**src/rtl/core/jse_pkg.sv**
```systemverilog
// Shared types, character codes and helper functions for the JSON string escaper.
package jse_pkg;

    localparam int JSE_QUEUE_DEPTH = 4;

    localparam logic [7:0] CH_QUOTE  = 8'h22;
    localparam logic [7:0] CH_BSLASH = 8'h5C;
    localparam logic [7:0] CH_BS     = 8'h08;
    localparam logic [7:0] CH_FF     = 8'h0C;
    localparam logic [7:0] CH_LF     = 8'h0A;
    localparam logic [7:0] CH_CR     = 8'h0D;
    localparam logic [7:0] CH_TAB    = 8'h09;
    localparam logic [7:0] CH_DEL    = 8'h7F;
    localparam logic [7:0] CH_SPACE  = 8'h20;
    localparam logic [7:0] CH_LOW_B  = 8'h62;
    localparam logic [7:0] CH_LOW_F  = 8'h66;
    localparam logic [7:0] CH_LOW_N  = 8'h6E;
    localparam logic [7:0] CH_LOW_R  = 8'h72;
    localparam logic [7:0] CH_LOW_T  = 8'h74;
    localparam logic [7:0] CH_LOW_U  = 8'h75;
    localparam logic [7:0] CH_ZERO   = 8'h30;
    localparam logic [7:0] CH_HEX_AF = 8'h57;  // 'a' - 10

    // Emission kinds: plain byte, two-byte escape, six-byte \u00XX escape
    typedef enum logic [1:0] {
        KIND_PLAIN = 2'd0,
        KIND_ESC   = 2'd1,
        KIND_UNI   = 2'd2
    } kind_t;

    typedef logic [2:0] pos_t;

    // One classified input item
    typedef struct packed {
        kind_t      kind;
        logic [7:0] code;   // raw byte (plain, unicode) or second escape char
        logic       trunc;
    } desc_t;

    function automatic logic [7:0] hex_digit(input logic [3:0] nib);
        hex_digit = (nib < 4'd10) ? (CH_ZERO + {4'd0, nib}) : (CH_HEX_AF + {4'd0, nib});
    endfunction

    function automatic pos_t last_pos(input kind_t kind);
        case (kind)
            KIND_PLAIN: last_pos = 3'd0;
            KIND_ESC:   last_pos = 3'd1;
            KIND_UNI:   last_pos = 3'd5;
            default:    last_pos = 3'd0;
        endcase
    endfunction

endpackage

```
**src/rtl/core/jse_front.sv**
```systemverilog
// Front end: accepts raw bytes, tracks UTF-8 sequences and classifies each byte.
module jse_front (
    input  logic          clk,
    input  logic          rst_n,
    input  logic          byte_valid,
    output logic          byte_stall,
    input  logic [7:0]    data_byte,
    input  logic          end_of_string,
    input  logic          queue_full,
    output logic          push,
    output jse_pkg::desc_t push_desc
);
    import jse_pkg::*;

    logic [1:0] cont_reg;
    logic [1:0] cont_next;
    logic [1:0] owed;
    logic [1:0] lead_extra;
    logic       fire;

    assign byte_stall = queue_full;
    assign fire       = byte_valid && !queue_full;
    assign push       = fire;

    always_comb
    begin
        if ((data_byte & 8'hE0) == 8'hC0)
            lead_extra = 2'd1;
        else if ((data_byte & 8'hF0) == 8'hE0)
            lead_extra = 2'd2;
        else if ((data_byte & 8'hF8) == 8'hF0)
            lead_extra = 2'd3;
        else
            lead_extra = 2'd0;
    end

    always_comb
    begin
        push_desc.kind = KIND_PLAIN;
        push_desc.code = data_byte;
        if (cont_reg != 2'd0) begin
            owed = cont_reg - 2'd1;
        end
        else begin
            owed = lead_extra;
            if (lead_extra == 2'd0) begin
                if (data_byte == CH_QUOTE || data_byte == CH_BSLASH) begin
                    push_desc.kind = KIND_ESC;
                end
                else if (data_byte == CH_BS) begin
                    push_desc.kind = KIND_ESC;
                    push_desc.code = CH_LOW_B;
                end
                else if (data_byte == CH_FF) begin
                    push_desc.kind = KIND_ESC;
                    push_desc.code = CH_LOW_F;
                end
                else if (data_byte == CH_LF) begin
                    push_desc.kind = KIND_ESC;
                    push_desc.code = CH_LOW_N;
                end
                else if (data_byte == CH_CR) begin
                    push_desc.kind = KIND_ESC;
                    push_desc.code = CH_LOW_R;
                end
                else if (data_byte == CH_TAB) begin
                    push_desc.kind = KIND_ESC;
                    push_desc.code = CH_LOW_T;
                end
                else if (data_byte < CH_SPACE || data_byte == CH_DEL) begin
                    push_desc.kind = KIND_UNI;
                end
            end
        end
        push_desc.trunc = end_of_string && (owed != 2'd0);
        cont_next = end_of_string ? 2'd0 : owed;
    end

    always_ff @(posedge clk or negedge rst_n)
    begin
        if (!rst_n)
            cont_reg <= 2'd0;
        else if (fire)
            cont_reg <= cont_next;
    end

`ifndef ASSERT_OFF
    // A string never leaves a sequence open behind it
    a_eos_clears: assert property (@(posedge clk) disable iff (!rst_n)
        fire && end_of_string |=> cont_reg == 2'd0)
        else $error("continuation count not cleared at end of string");
`endif

endmodule

```
**src/rtl/core/jse_fifo.sv**
```systemverilog
// Short show-ahead queue of classified items between front and back end.
module jse_fifo #(
    parameter int DEPTH = jse_pkg::JSE_QUEUE_DEPTH
) (
    input  logic           clk,
    input  logic           rst_n,
    input  logic           push,
    input  jse_pkg::desc_t push_desc,
    output logic           full,
    input  logic           pop,
    output logic           empty,
    output jse_pkg::desc_t head
);
    import jse_pkg::*;

    localparam int PTR_W = (DEPTH > 1) ? $clog2(DEPTH) : 1;
    localparam int CNT_W = $clog2(DEPTH + 1);

    desc_t              mem [DEPTH];
    logic [PTR_W-1:0]   wr_ptr_reg;
    logic [PTR_W-1:0]   rd_ptr_reg;
    logic [CNT_W-1:0]   count_reg;

    assign full  = (count_reg == CNT_W'(DEPTH));
    assign empty = (count_reg == '0);
    assign head  = mem[rd_ptr_reg];

    function automatic logic [PTR_W-1:0] wrap_inc(input logic [PTR_W-1:0] p);
        wrap_inc = (p == PTR_W'(DEPTH - 1)) ? '0 : p + PTR_W'(1);
    endfunction

    always_ff @(posedge clk)
    begin
        if (push)
            mem[wr_ptr_reg] <= push_desc;
    end

    always_ff @(posedge clk or negedge rst_n)
    begin
        if (!rst_n) begin
            wr_ptr_reg <= '0;
            rd_ptr_reg <= '0;
            count_reg  <= '0;
        end
        else begin
            if (push)
                wr_ptr_reg <= wrap_inc(wr_ptr_reg);
            if (pop)
                rd_ptr_reg <= wrap_inc(rd_ptr_reg);
            if (push && !pop)
                count_reg <= count_reg + CNT_W'(1);
            else if (pop && !push)
                count_reg <= count_reg - CNT_W'(1);
        end
    end

`ifndef ASSERT_OFF
    a_no_overflow: assert property (@(posedge clk) disable iff (!rst_n)
        !(push && full))
        else $error("push into full queue");
    a_no_underflow: assert property (@(posedge clk) disable iff (!rst_n)
        !(pop && empty))
        else $error("pop from empty queue");
`endif

endmodule

```
**src/rtl/core/jse_back.sv**
```systemverilog
// Back end: expands each classified item into output bytes, one per cycle while the output is not stalled.
module jse_back (
    input  logic           clk,
    input  logic           rst_n,
    input  logic           empty,
    input  jse_pkg::desc_t head,
    output logic           pop,
    output logic           text_valid,
    input  logic           text_stall,
    output logic [7:0]     out_byte,
    output logic           run_last,
    output logic           truncated_utf8
);
    import jse_pkg::*;

    pos_t       pos_reg;
    logic       valid_reg;
    logic [7:0] byte_reg;
    logic       last_reg;
    logic       trunc_reg;
    logic       load;
    logic       at_end;
    logic [7:0] byte_next;

    assign load   = !empty && (!valid_reg || !text_stall);
    assign at_end = (pos_reg == last_pos(head.kind));
    assign pop    = load && at_end;

    always_comb
    begin
        byte_next = head.code;
        case (head.kind)
            KIND_PLAIN: byte_next = head.code;
            KIND_ESC:   byte_next = (pos_reg == 3'd0) ? CH_BSLASH : head.code;
            KIND_UNI:
            begin
                case (pos_reg)
                    3'd0:    byte_next = CH_BSLASH;
                    3'd1:    byte_next = CH_LOW_U;
                    3'd2:    byte_next = CH_ZERO;
                    3'd3:    byte_next = CH_ZERO;
                    3'd4:    byte_next = hex_digit(head.code[7:4]);
                    default: byte_next = hex_digit(head.code[3:0]);
                endcase
            end
            default:    byte_next = head.code;
        endcase
    end

    always_ff @(posedge clk or negedge rst_n)
    begin
        if (!rst_n) begin
            valid_reg <= 1'b0;
            pos_reg   <= '0;
        end
        else begin
            if (load) begin
                valid_reg <= 1'b1;
                pos_reg   <= at_end ? 3'd0 : pos_reg + 3'd1;
            end
            else if (!text_stall) begin
                valid_reg <= 1'b0;
            end
        end
    end

    always_ff @(posedge clk)
    begin
        if (load) begin
            byte_reg  <= byte_next;
            last_reg  <= at_end;
            trunc_reg <= at_end && head.trunc;
        end
    end

    assign text_valid     = valid_reg;
    assign out_byte       = byte_reg;
    assign run_last       = last_reg;
    assign truncated_utf8 = trunc_reg;

`ifndef ASSERT_OFF
    a_pos_in_range: assert property (@(posedge clk) disable iff (!rst_n)
        !empty |-> pos_reg <= last_pos(head.kind))
        else $error("expansion position past end of item");
    a_trunc_on_last: assert property (@(posedge clk) disable iff (!rst_n)
        valid_reg && trunc_reg |-> last_reg)
        else $error("truncation flag on non-final byte");
`endif

endmodule

```
**src/rtl/core/json_string_escaper.sv**
```systemverilog
// Top level of the JSON string escaper: front end, item queue and back end.
//
//  channel   valid        stall        payload                               dir
//  -------   ----------   ----------   -----------------------------------   ---
//  input     byte_valid   byte_stall   data_byte, end_of_string              in
//  output    text_valid   text_stall   out_byte, run_last, truncated_utf8    out
//
//  One input byte is taken per cycle while the queue has room; an escape
//  expands to 2 or 6 output bytes, emitted one per cycle by the back end
//  while the output is not stalled.
//  Reset clears the UTF-8 continuation count, queue pointers and output valid.
//  Output stall freezes the output register; the queue keeps absorbing input
//  until it fills, then byte_stall rises.
module json_string_escaper #(
    parameter int QUEUE_DEPTH = jse_pkg::JSE_QUEUE_DEPTH
) (
    input  logic       clk,
    input  logic       rst_n,
    input  logic       byte_valid,
    output logic       byte_stall,
    input  logic [7:0] data_byte,
    input  logic       end_of_string,
    output logic       text_valid,
    input  logic       text_stall,
    output logic [7:0] out_byte,
    output logic       run_last,
    output logic       truncated_utf8
);
    import jse_pkg::*;

    logic  push;
    logic  pop;
    logic  full;
    logic  empty;
    desc_t push_desc;
    desc_t head;

    // Classification and UTF-8 sequence tracking
    jse_front u_front (
        .clk           (clk),
        .rst_n         (rst_n),
        .byte_valid    (byte_valid),
        .byte_stall    (byte_stall),
        .data_byte     (data_byte),
        .end_of_string (end_of_string),
        .queue_full    (full),
        .push          (push),
        .push_desc     (push_desc)
    );

    // Decouples input acceptance from multi-cycle expansion
    jse_fifo #(
        .DEPTH (QUEUE_DEPTH)
    ) u_fifo (
        .clk       (clk),
        .rst_n     (rst_n),
        .push      (push),
        .push_desc (push_desc),
        .full      (full),
        .pop       (pop),
        .empty     (empty),
        .head      (head)
    );

    // Byte-per-cycle expansion, while the output is not stalled, into a registered output
    jse_back u_back (
        .clk            (clk),
        .rst_n          (rst_n),
        .empty          (empty),
        .head           (head),
        .pop            (pop),
        .text_valid     (text_valid),
        .text_stall     (text_stall),
        .out_byte       (out_byte),
        .run_last       (run_last),
        .truncated_utf8 (truncated_utf8)
    );

endmodule

```
**config.mk**
```make
export PLATFORM = sky130hd
export DESIGN_NAME = json_string_escaper
export DESIGN_NICKNAME = d
export VERILOG_FILES = /design/src/rtl/core/jse_pkg.sv /design/src/rtl/core/jse_front.sv /design/src/rtl/core/jse_fifo.sv /design/src/rtl/core/jse_back.sv /design/src/rtl/core/json_string_escaper.sv
export SDC_FILE = /design/constraint.sdc
export NUM_CORES = 1
export LEC_CHECK = 0
export BUFFER_PORTS_ARGS = -buffer_cell sky130_fd_sc_hd__buf_4
export CAP_MARGIN = 20
export CORE_MARGIN = 4
export CORE_UTILIZATION = 25
export DETAILED_ROUTE_END_ITERATION = 10
export MAX_ROUTING_LAYER = met4
export PLACE_DENSITY = 0.43
export SETUP_SLACK_MARGIN = 0.4
export SLEW_MARGIN = 15
export SYNTH_ARGS = -nofsm -noshare
export SYNTH_HDL_FRONTEND = slang
export SYNTH_SLANG_ARGS = --single-unit
```
**constraint.sdc**
```tcl
create_clock -name clk -period 7.1 [get_ports clk]
set_input_delay 0.71 -clock clk [delete_from_list [all_inputs] [get_ports clk]]
set_output_delay 0.71 -clock clk [all_outputs]
set_load 0.05 [all_outputs]
```
After elaboration in Yosys (flattened, before gate mapping)
Memories as Yosys holds them, arrays and structs flattened.
Cells that the tools add are included.
{"block": "classes", "addsub": 10, "magnitude_cmp": 3, "n_eq_ne": 22, "n_mux": 31, "reduce_logical": 23}
{"operator": "10-bit two-way mux", "n": 6}
{"operator": "8-bit by 4-bit == test with 1-bit output (second input constant)", "n": 5}
{"operator": "8-bit two-way mux", "n": 5}
{"operator": "8-bit case mux with 4 select lines", "n": 1}
{"operator": "2-bit two-way mux", "n": 10}
{"operator": "7-bit by 4-bit adder with 8-bit output (first input constant)", "n": 2}
{"operator": "8-bit by 7-bit == test with 1-bit output (second input constant)", "n": 2}
{"operator": "8-bit case mux with 2 select lines", "n": 1}
{"operator": "6-bit by 4-bit adder with 7-bit output (first input constant)", "n": 2}
{"operator": "3-bit == test (second input constant)", "n": 3}
{"operator": "3-bit two-way mux", "n": 3}
{"operator": "8-bit by 6-bit == test with 1-bit output (second input constant)", "n": 1}
{"operator": "4-bit < comparator (second input constant)", "n": 2}
{"operator": "8-bit by 6-bit < comparator with 1-bit output (second input constant)", "n": 1}
{"operator": "1-bit logical AND", "n": 7}
{"operator": "3-bit by 1-bit adder with 3-bit output (second input constant)", "n": 2}
{"operator": "2-bit == test (second input constant)", "n": 3}
{"operator": "3-bit by 2-bit == test with 1-bit output (second input constant)", "n": 2}
{"operator": "1-bit logical NOT", "n": 6}
{"operator": "3-bit logical NOT", "n": 2}
{"operator": "3-bit case mux with 2 select lines", "n": 1}
{"operator": "2-bit nonzero test", "n": 3}
{"operator": "5-bit == test (second input constant)", "n": 1}
{"operator": "2-bit by 1-bit adder with 2-bit output (second input constant)", "n": 2}
{"operator": "11 further kinds", "n": 16}
{"block": "totals", "regBits": 23, "mem_bits_rw": 44, "elab_cells": 99, "memories": 1}
{"memory": "u_fifo.mem", "words": 4, "width": 11, "rd": 1, "rd_clocked_by_memory_dff": 0, "write_ports": 1, "line_no": "jse_fifo.sv:19", "rtl": "desc_t mem [DEPTH];"}

Depth between registers and ports, before layout
Gate-level depths: netlist of the first run.
{"block": "logic_depth", "depth_word": 11, "mapped_depth": 13}

Modules after synthesis
Synthesis of the first run repeated with hierarchy kept, for this count alone.
{"block": "hier_totals", "hier_cells": 257, "hier_area_um2": 3435.8}
{"mod": "jse_fifo", "n_inst": 1, "cells_per_inst": 94, "area_each_um2": 2009.4, "seq_area_each_um2": 1496.4}
{"mod": "jse_back", "n_inst": 1, "cells_per_inst": 105, "area_each_um2": 1012.2, "seq_area_each_um2": 400.4}
{"mod": "jse_front", "n_inst": 1, "cells_per_inst": 58, "area_each_um2": 414.1, "seq_area_each_um2": 50.0}

Least setup slack after synthesis of the first run
No wires, ideal clock.
{"block": "synth_timing", "kind": "reg2reg", "startpoint": "register u_fifo.rd_ptr_reg[0]", "endpoint": "register u_fifo.count_reg[1]", "setup_ps": 125, "arrival_ps": 3119, "t_required_ps": 6975, "slack_ps": 3857, "path_stages_with_launch": 11, "path_cell_list": "dfrtp_1 > buf_6 > mux4_1 > ha_1 > xnor2_1 > nor3_1 > nand2_1 > ha_1 > inv_1 > fa_1 > mux2_2"}
{"block": "synth_via", "elab_chain_len": 8}
{"element": "start: declaration", "line_no": "jse_fifo.sv:21", "rtl": "logic [PTR_W-1:0] rd_ptr_reg;"}
{"element": "start signal: assignment", "line_no": "jse_fifo.sv:49", "rtl": "rd_ptr_reg <= wrap_inc(rd_ptr_reg);"}
{"element": "memory 4 x 11 bit (*)"}
{"element": "2-bit == test or 2-bit by 1-bit == test with 1-bit output (tied branches)", "line_no": "jse_pkg.sv:45", "rtl": "case (kind)"}
{"element": "3-bit case mux with 2 select lines (*)", "line_no": "jse_pkg.sv:45"}
{"element": "3-bit == test (*)", "line_no": "jse_back.sv:26", "rtl": "assign at_end = (pos_reg == last_pos(head.kind));"}
{"element": "net u_back.at_end", "line_no": "jse_back.sv:22", "rtl": "logic at_end;"}
{"element": "1-bit logical AND (*)", "line_no": "jse_back.sv:27", "rtl": "assign pop = load && at_end;"}
{"element": "1-bit logical NOT", "line_no": "jse_fifo.sv:50", "rtl": "if (push && !pop)"}
{"element": "1-bit logical AND", "line_no": "jse_fifo.sv:50"}
{"element": "3-bit two-way mux or 2-bit nonzero test (tied branches)"}
{"element": "end signal: assignment", "line_no": "jse_fifo.sv:51", "rtl": "count_reg <= count_reg + CNT_W'(1);"}
{"element": "end signal: assignment", "line_no": "jse_fifo.sv:53", "rtl": "count_reg <= count_reg - CNT_W'(1);"}
{"element": "end: declaration", "line_no": "jse_fifo.sv:22", "rtl": "logic [CNT_W-1:0] count_reg;"}
The timed path passes the listed nets; every way through them passes the cells marked *.
A chain may end at the register's enable or synchronous reset.

Worst setup path after layout of the first run
Same ends and word-level chain as after synthesis.

==> out/metrics.yaml, run 1 <==
post-place-ws_ns: 3.24
rows: 42
dr.pass1.iters: 4
crit_fanout: 14
crit_slowest_cell: "dfrtp_1"
setup_viol: 0
worstPathBufferInverterCount: 1
start_util: 0.257
synth_most_common_cell: "edfxtp_1"
viasPerCell: 4.60
tns_ns: 0
syn_inst: 263
grtUsageMet3: 0.0209
syn_nets: 292
path_clk_slew_ns: 0.06
largest_reg_flops: 44
path_cells: "mux4_1 -> ha_1 -> xnor2_1 -> nor3_1 -> nand2_1 -> ha_1 -> inv_1 -> fa_1 -> mux2_2"
leakagePower_nw: 1.56
ys.flop_type: "edfxtp_1"
status: "completed"
grt_pass1_wl_mm: 11.4
clk_latency_ns: 0.32
use_met2: 0.148
cts.path.max_buffers: 2
path_delay_family: "adder cells"
synth_edf_count: 54
grt_max_degree: 16
core-area_sq_um: 13300
pwr_density_cell_nw_per_um2: 474
hp-class: "primary input to async pin"
max_stage_delay_ns: 0.81
regMostFlops: "u_fifo.mem"
hold_viol: 0
grtUsageMet1: 0.116
syn_area_sq_um: 3420
worst_setup_path_end_kind: "register"
final_area_sq_um: 4100
cts_resized: 0
synth.largest_area_cell: "edfxtp_1"
finalWirelength_mm: 6.98
ys_seq_area_frac: 0.569
synth_common_cells: "54 x edfxtp_1, 23 x inv_1, 15 x ha_1, 14 x nand2_1"
ios: 25
max_freq_mhz: 264
busiest_layer: "met2"
fin_crit_ns: 3.79
synth_area_per_cell_sq_um: 13.0
antenna_found_initial: 0
required_ns: 7.31
htree_levels: 3
n_antenna_cell: 0
die-area_sq_um: 15600
max-cap-violations: 0
worstSetupStartpointType: "register"
cts_hold_buf: 0
overflow: 0
postCtsSetupRepairBufs: 0
cts_buffers: 9
ys_types: 53
dpl_cell_area_sq_um: 3780
cts_num_sinks: 67
yosys_warnings: 0
relSlewSlack: 0.477
final_util: 0.309
yosysTopAreaCellShare: 0.474
async_flop_share: 0.194
portBuffers: 24
cpMostUsedCell: "ha_1"
area_growth_pct: 20.0
ys_ff_latch: 67
drt_iter0_markers: 207
slew_viol_final: 0
worst_slew_pin_slew_ns: 0.778
cts_tree: "done"
vias: 2173
drcViolationCount: 0
arrival_ns: 3.99
timing.final.ws_setup_ns: 3.31
die_y_microns: 125
dpl.hpwl_mm: 5.05
gp_congestion: 0.801
clockRootBuffer: "clkbuf_16"
nets: 320
synth.area.top_cells: "edfxtp_1 47%, dfrtp_1 9.5%, ha_1 5.5%"
die_x_microns: 125
critical_path_class: "register to register"
grt_pass1_vias: 2225
skew_ns: 0.00726
irDropWorstVdd_mv: 0.168
rsz0062_at_grt: "false"
drive_above_1_share: 0.179
finalCritPeriodShare: 0.533
wl_per_cell_microns: 14.8
ant_nets: 0
track_usage: 0.0939
[cell type report]
cell class | instances | area, sq um
well taps | 176 | 220
inverters | 23 | 86.3
fillers | 1335 | 9190
clock inverters | 7 | 92.6
flip-flops and latches | 67 | 1950
clock buffers | 9 | 225
repair buffers | 24 | 180
multi-input cells | 166 | 1350
[power by group]
group          leakage, nW  switching [mW]  internal [mW]
Combinational        0.738           0.509          0.320
Sequential           0.670          0.0783          0.567
Clock                0.149           0.165          0.306
[cells by family after synthesis]
| kind of cell | Yosys count | synth area share |
|---|---|---|
| simple gates | 71 | 0.111 |
| flops | 67 | 0.569 |
| compound gates | 59 | 0.121 |
| buf+inv | 30 | 0.0355 |
| fa+ha+maj | 16 | 0.0607 |
| mux | 15 | 0.0896 |
| xor+xnor | 5 | 0.0128 |
[metal layers]
| metal | share of wire | vias up |
|---|---|---|
| met3 | 0.033 | 9 |
| met4 | 0.015 | 0 |
| met2 | 0.47 | 44 |
| met5 | 0 | - |
| met1 | 0.48 | 1058 |
| li1 | - | 1062 |
[layout by cell type (no fill, tap or decap), types with 4 or more instances in the layout]
cell type   n
o21ai_0    13
mux4_1      4
a21o_1      4
clkbuf_16   9
o21a_1      4
nand3_1     4
edfxtp_1   54
a21oi_1    11
buf_4      24
or3_1       4
ha_1       15
nand2_1    14
nor2_1     13
nand2b_1    6
nor3_1      5
dfrtp_1    13
o22ai_1     4
nor2b_1     4
inv_1      23
mux4_2      7
and2_1      6
[through the flow]
stage / std cells / hold WS [ns] / power (mW)
final: 472 / 0.230 / 1.95
after global routing: 472 / 0.235 / 2.07
after CTS: 472 / 0.225 / 1.97
after detailed placement: 456 / 0.477 / 1.49
after global placement: 456 / 0.473 / 1.49
after floorplan: 263 / 0.414 / 1.27
[path summary, 6_finish.rpt]
kind / startpoint / endpoint / slack (ns) / depth (start not counted)
worst max register to register: u_fifo.rd_ptr_reg[0] / u_fifo.count_reg[1] / 3.31 / 9
worst max-delay path: u_fifo.rd_ptr_reg[0] / u_fifo.count_reg[1] / 3.31 / 9
max in group asynchronous: rst_n / u_front.cont_reg[1] / 6.70 / 1
worst min-delay path: rst_n / u_back.pos_reg[2] / 0.23 / 1
worst min register to register: u_fifo.count_reg[2] / u_fifo.count_reg[2] / 0.49 / 1
min in group clk: u_fifo.count_reg[2] / u_fifo.count_reg[2] / 0.49 / 1
(Power assumes the default switching activity.)
==> run 2: changes to the inputs <==
ABC_AREA = 1   (was default)
PLACE_DENSITY = 0.44   (was 0.43)
clock period = 3.31 ns   (was 7.1 ns; I/O delays follow)
==> run 2 against run 1 <==
Flip-flop and latch count unchanged; area after synthesis grew 3.5%; power grew 150%; clock skew up 0.00079 ns; register-to-register slack lost 2.8 ns; non-clock buffer count grew 17; fmax increased by 37%; critical path depth increased by 5; utilization rose by 0.74 points; sequential power rose by 110%.
==> out/metrics.yaml, run 2 <==
status: "completed"
drive_above_1_share: 0.185  # +0.00630
yosys_warnings: 0  # unchanged
ant_nets: 0  # unchanged
rr_startpoint: "u_fifo.rd_ptr_reg[0]"
tns_ns: 0  # unchanged
pwr_density_cell_nw_per_um2: 1090  # +130%
path_clk_slew_ns: 0.05  # about the same
min_path_cells: 3
hp-start: "text_stall"
cts_tree: "done"
worst_setup_path_end_kind: "register"
hold_end: "u_back.text_valid"
drcViolationCount: 0  # unchanged
dpl.hpwl_mm: 5.89  # +17%
ys_ff_latch: 67  # unchanged
timing.rr.end: "u_fifo.count_reg[1]"
max-cap-violations: 0  # unchanged
n_antenna_cell: 0  # unchanged
grt_pass1_vias: 2683  # +21%
setup_viol: 0  # unchanged
die_x_microns: 127  # +1.6%
area_growth_pct: 23.9
timing.final.ws_setup_ns: 0.545  # -2.77 ns
dr.pass1.iters: 4  # unchanged
irDropWorstVdd_mv: 0.342  # +100%
vias: 2685  # +24%
r2r_cells: 14  # +5
cts_num_sinks: 67  # unchanged
syn_nets: 417  # +43%
fin_crit_ns: 2.76  # -1.02 ns
gp_congestion: 0.820  # +2.4%
async_flop_share: 0.194  # unchanged
overflow: 0  # unchanged
yosysTopAreaCellShare: 0.458  # -0.0163
core-area_sq_um: 13900  # +4.4%
synth.largest_area_cell: "edfxtp_1"
largest_reg_flops: 44  # unchanged
die-area_sq_um: 16100  # +3.3%
cts_buffers: 9  # unchanged
hold_viol: 0  # unchanged
grt_pass1_wl_mm: 13.1  # +15%
crit_fanout: 6  # -8
syn_inst: 388  # +48%
worst_slew_pin_slew_ns: 0.685  # -0.0925 ns
drt_iter0_markers: 191  # -7.7%
ys_seq_area_frac: 0.550  # -0.0195
fill_cells: 1422  # +6.5%
clk_latency_ns: 0.33  # about the same
arrival_ns: 2.97  # -1.02 ns
portBuffers: 24  # unchanged
layout_common_cells: "100 x nand2_1, 54 x edfxtp_1, 49 x inv_1"
regMostFlops: "u_fifo.mem"
track_usage: 0.106  # +0.0119
start_util: 0.255  # -0.00211
ios: 25  # unchanged
final_util: 0.316  # +0.00735
final_common_cell: "nand2_1"
p_total_mw: 4.80  # +150%
synth_most_common_cell: "nand2_1"
syn_area_sq_um: 3540  # +3.5%
nets: 462  # +44%
slew_viol_final: 0  # unchanged
viasPerCell: 4.35  # -5.5%
leakagePower_nw: 1.87  # +20%
max_freq_mhz: 362  # +37%
post-place-ws_ns: 0.251  # -2.99 ns
rows: 43  # +2.4%
worstSetupStartpointType: "register"
r2r_slack_ns: 0.55  # -2.77 ns
required_ns: 3.52  # -3.79 ns
synth_area_per_cell_sq_um: 9.13  # -30%
clockRootBuffer: "clkbuf_16"
wl_per_cell_microns: 12.8  # -13%
die_y_microns: 127  # +1.6%
antenna_found_initial: 0  # unchanged
htree_levels: 3  # unchanged
ys.flop_type: "edfxtp_1"
critical_path_class: "register to register"
ys_types: 34  # -36%
grt_max_degree: 16  # unchanged
rsz0062_at_grt: "false"
relSlewSlack: 0.539  # +0.0626
hp-class: "primary input to register"
cts.path.max_buffers: 2  # unchanged
finalWirelength_mm: 7.91  # +13%
synth_common_cells: "101 x nand2_1, 54 x edfxtp_1, 53 x inv_1, 32 x nand3_1, 30 x nor2_1"
finalCritPeriodShare: 0.835  # +0.302
skew_ns: 0.00806  # +0.000795 ns
synth.area.top_cells: "edfxtp_1 46%, nand2_1 11%, dfrtp_1 9.2%"
synth_edf_count: 54  # unchanged
==> run 2: cell count changes after synthesis, sizes merged, moves of 5 or more <==
| cell | before | now |
|---|---|---|
| a21oi | 11 | 16 |
| and2 | 7 | 0 |
| inv | 23 | 56 |
| mux4 | 11 | 0 |
| nand2 | 14 | 107 |
| nand2b | 6 | 0 |
| nand3 | 4 | 32 |
| nand4 | 1 | 7 |
| nor2 | 13 | 32 |
| o21ai | 14 | 24 |
==> run 2: where the power goes <==
group          total (mW)  switching, mW  internal (mW)
Combinational        2.48           1.60          0.879
Clock               0.936          0.357          0.579
Sequential           1.38          0.126           1.25
Total                4.80           2.09           2.71
==> run 2: stage by stage <==
step / hold slack, ns / std cells / area (sq um)
after CTS: 0.215 / 613 / 4340
after global routing: 0.221 / 617 / 4390
after floorplan: 0.0354 / 388 / 3570
after global placement: 0.199 / 595 / 4000
final: 0.232 / 617 / 4390
after detailed placement: 0.198 / 595 / 4000
==> run 2: worst max path at each step <==
stage,from,to,slack (ns),cells after the start
floorplan,u_fifo.rd_ptr_reg[0],u_fifo.count_reg[1],0.38,16
global placement,u_fifo.rd_ptr_reg[0],u_fifo.count_reg[1],0.33,14
detailed placement,u_fifo.rd_ptr_reg[0],u_fifo.count_reg[1],0.25,14
CTS,u_fifo.rd_ptr_reg[0],u_fifo.count_reg[1],0.41,14
global route,u_fifo.rd_ptr_reg[0],u_fifo.count_reg[1],0.40,14
finish,u_fifo.rd_ptr_reg[0],u_fifo.count_reg[1],0.55,14
==> run 2: per-layer routing <==
layer / vias up / GRT usage / part of all wire
met5: - / - / 0
met4: 0 / 0.0410 / 0.014
met3: 9 / 0.0263 / 0.036
met2: 45 / 0.165 / 0.47
met1: 1246 / 0.133 / 0.48
li1: 1385 / - / -
==> run 2: cell type report <==
class	instances	area, sq um	share of cell area
clock buffer	9	225	0.0514
clock inverter	6	66.3	0.0151
inverter	56	218	0.0496
multi-input combinational	258	1390	0.318
sequential	67	1950	0.444
tap	180	225	0.0514
timing repair buffer	41	310	0.0708
==> run 2: logic make-up after synthesis <==
| family | Yosys count | synth area share |
|---|---|---|
| adder cells (fa/ha/maj) | 16 | 0.0587 |
| flip-flops | 67 | 0.550 |
| buffers and inverters | 63 | 0.0738 |
| AO/OA/AOI/OAI | 55 | 0.0890 |
| AND/OR/NAND/NOR | 183 | 0.218 |
| XOR/XNOR | 3 | 0.00742 |
| multiplexers | 1 | 0.00318 |
==> run 2: repair_timing <==
action	CTS	global route
hold buffers	1	0
pin swaps	0	2
setup buffers	2	4
setup endpoints to repair	2	2
gates resized for setup	4	7
endpoints found under the hold margin	13	0
==> run 2: critical path, stage by stage (launching register included) <==
cell	delay, ns
dfrtp_2	0.44
buf_4	0.14
nand2_1	0.08
a32oi_4	0.27
ha_4	0.26
inv_4	0.07
nand2_1	0.05
a21oi_1	0.15
nand2_2	0.10
nor2_4	0.12
inv_1	0.05
ha_2	0.16
inv_2	0.06
fa_1	0.40
mux2_2	0.27
==> run 3: changes to the inputs <==
ABC_AREA = 0   (was 1)
PLACE_DENSITY = 0.43   (was 0.44)
clock period = 2.85 ns   (was 3.31 ns; I/O delays follow)
==> run 3 against run 2 <==
Utilization up 0.83 points; hold slack worse by 0.064 ns; setup slack worse by 0.34 ns; final cell count down 21%; clock skew down 0.0014 ns; global-route usage down 0.79 points; clock power up 20%; first-iteration DRC count down 45%; critical path depth down 4; register-to-register slack worse by 0.34 ns; die area down 3.2%; flip-flop and latch count unchanged; critical path type unchanged; critical endpoint unchanged.
==> out/metrics.yaml, run 3 (synthesis results as in run 1) <==
grt_max_degree: 15  # -1
drive_above_1_share: 0.272  # +0.0862
setup_viol: 0  # unchanged
required_ns: 3.06  # -0.46 ns
instances_no_fill: 489  # -21%
grt_pass1_vias: 2296  # -14%
layout_common_cells: "54 x edfxtp_1, 34 x buf_4, 21 x inv_1"
die-area_sq_um: 15600  # -3.2%
antenna_found_initial: 0  # unchanged
drcViolationCount: 0  # unchanged
cts.path.max_buffers: 2  # unchanged
timing.final.ws_setup_ns: 0.207  # -0.338 ns
ios: 25  # unchanged
wl_per_cell_microns: 14.8  # +16%
track_usage: 0.0979  # -0.00793
crit_fanout: 4  # -2
worst_slew_pin_slew_ns: 0.778  # +0.0929 ns
final_util: 0.324  # +0.00827
fill_cells: 1303  # -8.4%
tns_ns: 0  # unchanged
worstSetupStartpointType: "register"
slew_viol_final: 0  # unchanged
irDropWorstVdd_mv: 0.335  # -2.0%
max-cap-violations: 0  # unchanged
cts_buffers: 9  # unchanged
crit_end: "u_fifo.count_reg[1]"
start_util: 0.257  # +0.00211
rsz0062_at_grt: "true"
cts_num_sinks: 67  # unchanged
nets: 337  # -27%
core-area_sq_um: 13300  # -4.2%
place_inst: 462  # -22%
gp_congestion: 0.836  # +1.9%
viasPerCell: 4.58  # +5.2%
p_total_mw: 5.35  # +12%
r2r_slack_ns: 0.21  # -0.34 ns
area_growth_pct: 26.1
status: "completed"
regMostFlops: "u_fifo.mem"
final_area_sq_um: 4310  # -1.7%
arrival_ns: 2.85  # -0.12 ns
r2r_cells: 10  # -4
finalWirelength_mm: 7.26  # -8.3%
dpl_cell_area_sq_um: 3850  # -3.8%
rr_startpoint: "u_fifo.rd_ptr_reg[0]"
max_freq_mhz: 378  # +4.6%
leakagePower_nw: 1.65  # -12%
critical_path_class: "register to register"
skew_ns: 0.00662  # -0.00144 ns
path_clk_slew_ns: 0.06  # about the same
hold_viol: 0  # unchanged
overflow: 0  # unchanged
vias: 2238  # -17%
post-place-ws_ns: 0.0560  # -0.195 ns
cts_tree: "done"
grt_pass1_wl_mm: 11.8  # -10%
clk_latency_ns: 0.32  # about the same
rows: 42  # -2.3%
crit_start: "u_fifo.rd_ptr_reg[0]"
hp-class: "primary input to register"
timing.rr.end: "u_fifo.count_reg[1]"
fin_crit_ns: 2.64  # -0.122 ns
seqCellArea_sq_um: 1950  # unchanged
largest_reg_flops: 44  # unchanged
min_path_cells: 3  # unchanged
portBuffers: 24  # unchanged
hp-start: "text_stall"
htree_levels: 3  # unchanged
final_common_cell: "edfxtp_1"
pwr_density_cell_nw_per_um2: 1240  # +14%
relSlewSlack: 0.476  # -0.0628
die_y_microns: 125  # -1.6%
ant_nets: 0  # unchanged
dpl.hpwl_mm: 5.20  # -12%
clockRootBuffer: "clkbuf_16"
die_x_microns: 125  # -1.6%
multi_input_area_sq_um: 1420  # +2.1%
finalCritPeriodShare: 0.927  # +0.0920
worst_setup_path_end_kind: "register"
n_antenna_cell: 0  # unchanged
dr.pass1.iters: 4  # unchanged
whs_ns: 0.168  # -0.0640 ns
drt_iter0_markers: 105  # -45%
-- run 3: cell types whose count changed in the layout (fill, tap and decap cells not counted), moves of 6 or more --
| cell | before | now |
|---|---|---|
| mux4_2 | 0 | 9 |
| nand3_1 | 32 | 4 |
| buf_4 | 40 | 34 |
| nor2_1 | 29 | 13 |
| buf_6 | 0 | 6 |
| nand2_1 | 100 | 14 |
| o21ai_0 | 20 | 11 |
| nand4_1 | 7 | 1 |
| nand2b_1 | 0 | 6 |
| nand2_2 | 7 | 0 |
| inv_1 | 49 | 21 |
-- run 3: area by class of cell --
| class | count | share of cell area |
|---|---|---|
| clock buffers | 9 | 0.0522 |
| inverters | 23 | 0.0200 |
| repair buffers | 41 | 0.0772 |
| well taps | 176 | 0.0511 |
| flip-flops and latches | 67 | 0.452 |
| clock inverters | 7 | 0.0177 |
| multi-input cells | 166 | 0.330 |
-- run 3: worst min path at each step --
stage / to / slack [ns]
floorplan: u_back.pos_reg[0] / -0.01
global placement: u_back.pos_reg[0] / 0.15
detailed placement: u_back.pos_reg[0] / 0.15
CTS: u_back.text_valid / 0.15
global route: u_back.text_valid / 0.16
finish: u_back.text_valid / 0.17
-- run 3: timing repair --
item | 4_1_cts | 5_1_grt
hold buffers | 1 | 0
gates resized for setup | 2 | 16
setup endpoints to repair | 2 | 9
pin swaps | 2 | 7
setup buffers | 9 | 1
endpoints found under the hold margin | 13 | 0
cloned | 0 | 0
-- run 3: worst max-delay path: stages, from the launching register on --
cell and delay (ns):
dfrtp_2 0.40, mux4_2 0.53, inv_2 0.09, ha_4 0.21, xnor2_2 0.13, nor3_2 0.13, nand2_1 0.10, ha_2 0.19
inv_2 0.06, fa_2 0.42, mux2_2 0.27
-- run 3: report_power, final --
group,internal [mW],switching [mW]
combinational,1.20,1.47
sequential,1.42,0.150
clock,0.683,0.434
-- run 3: layer usage --
metal | wire [microns] | vias up | track usage
li1 | - | 1088 | -
met1 | 3380 | 1098 | 0.119
met2 | 3510 | 43 | 0.158
met3 | 255 | 9 | 0.0260
met4 | 111 | 0 | 0.0338
met5 | 0 | - | -
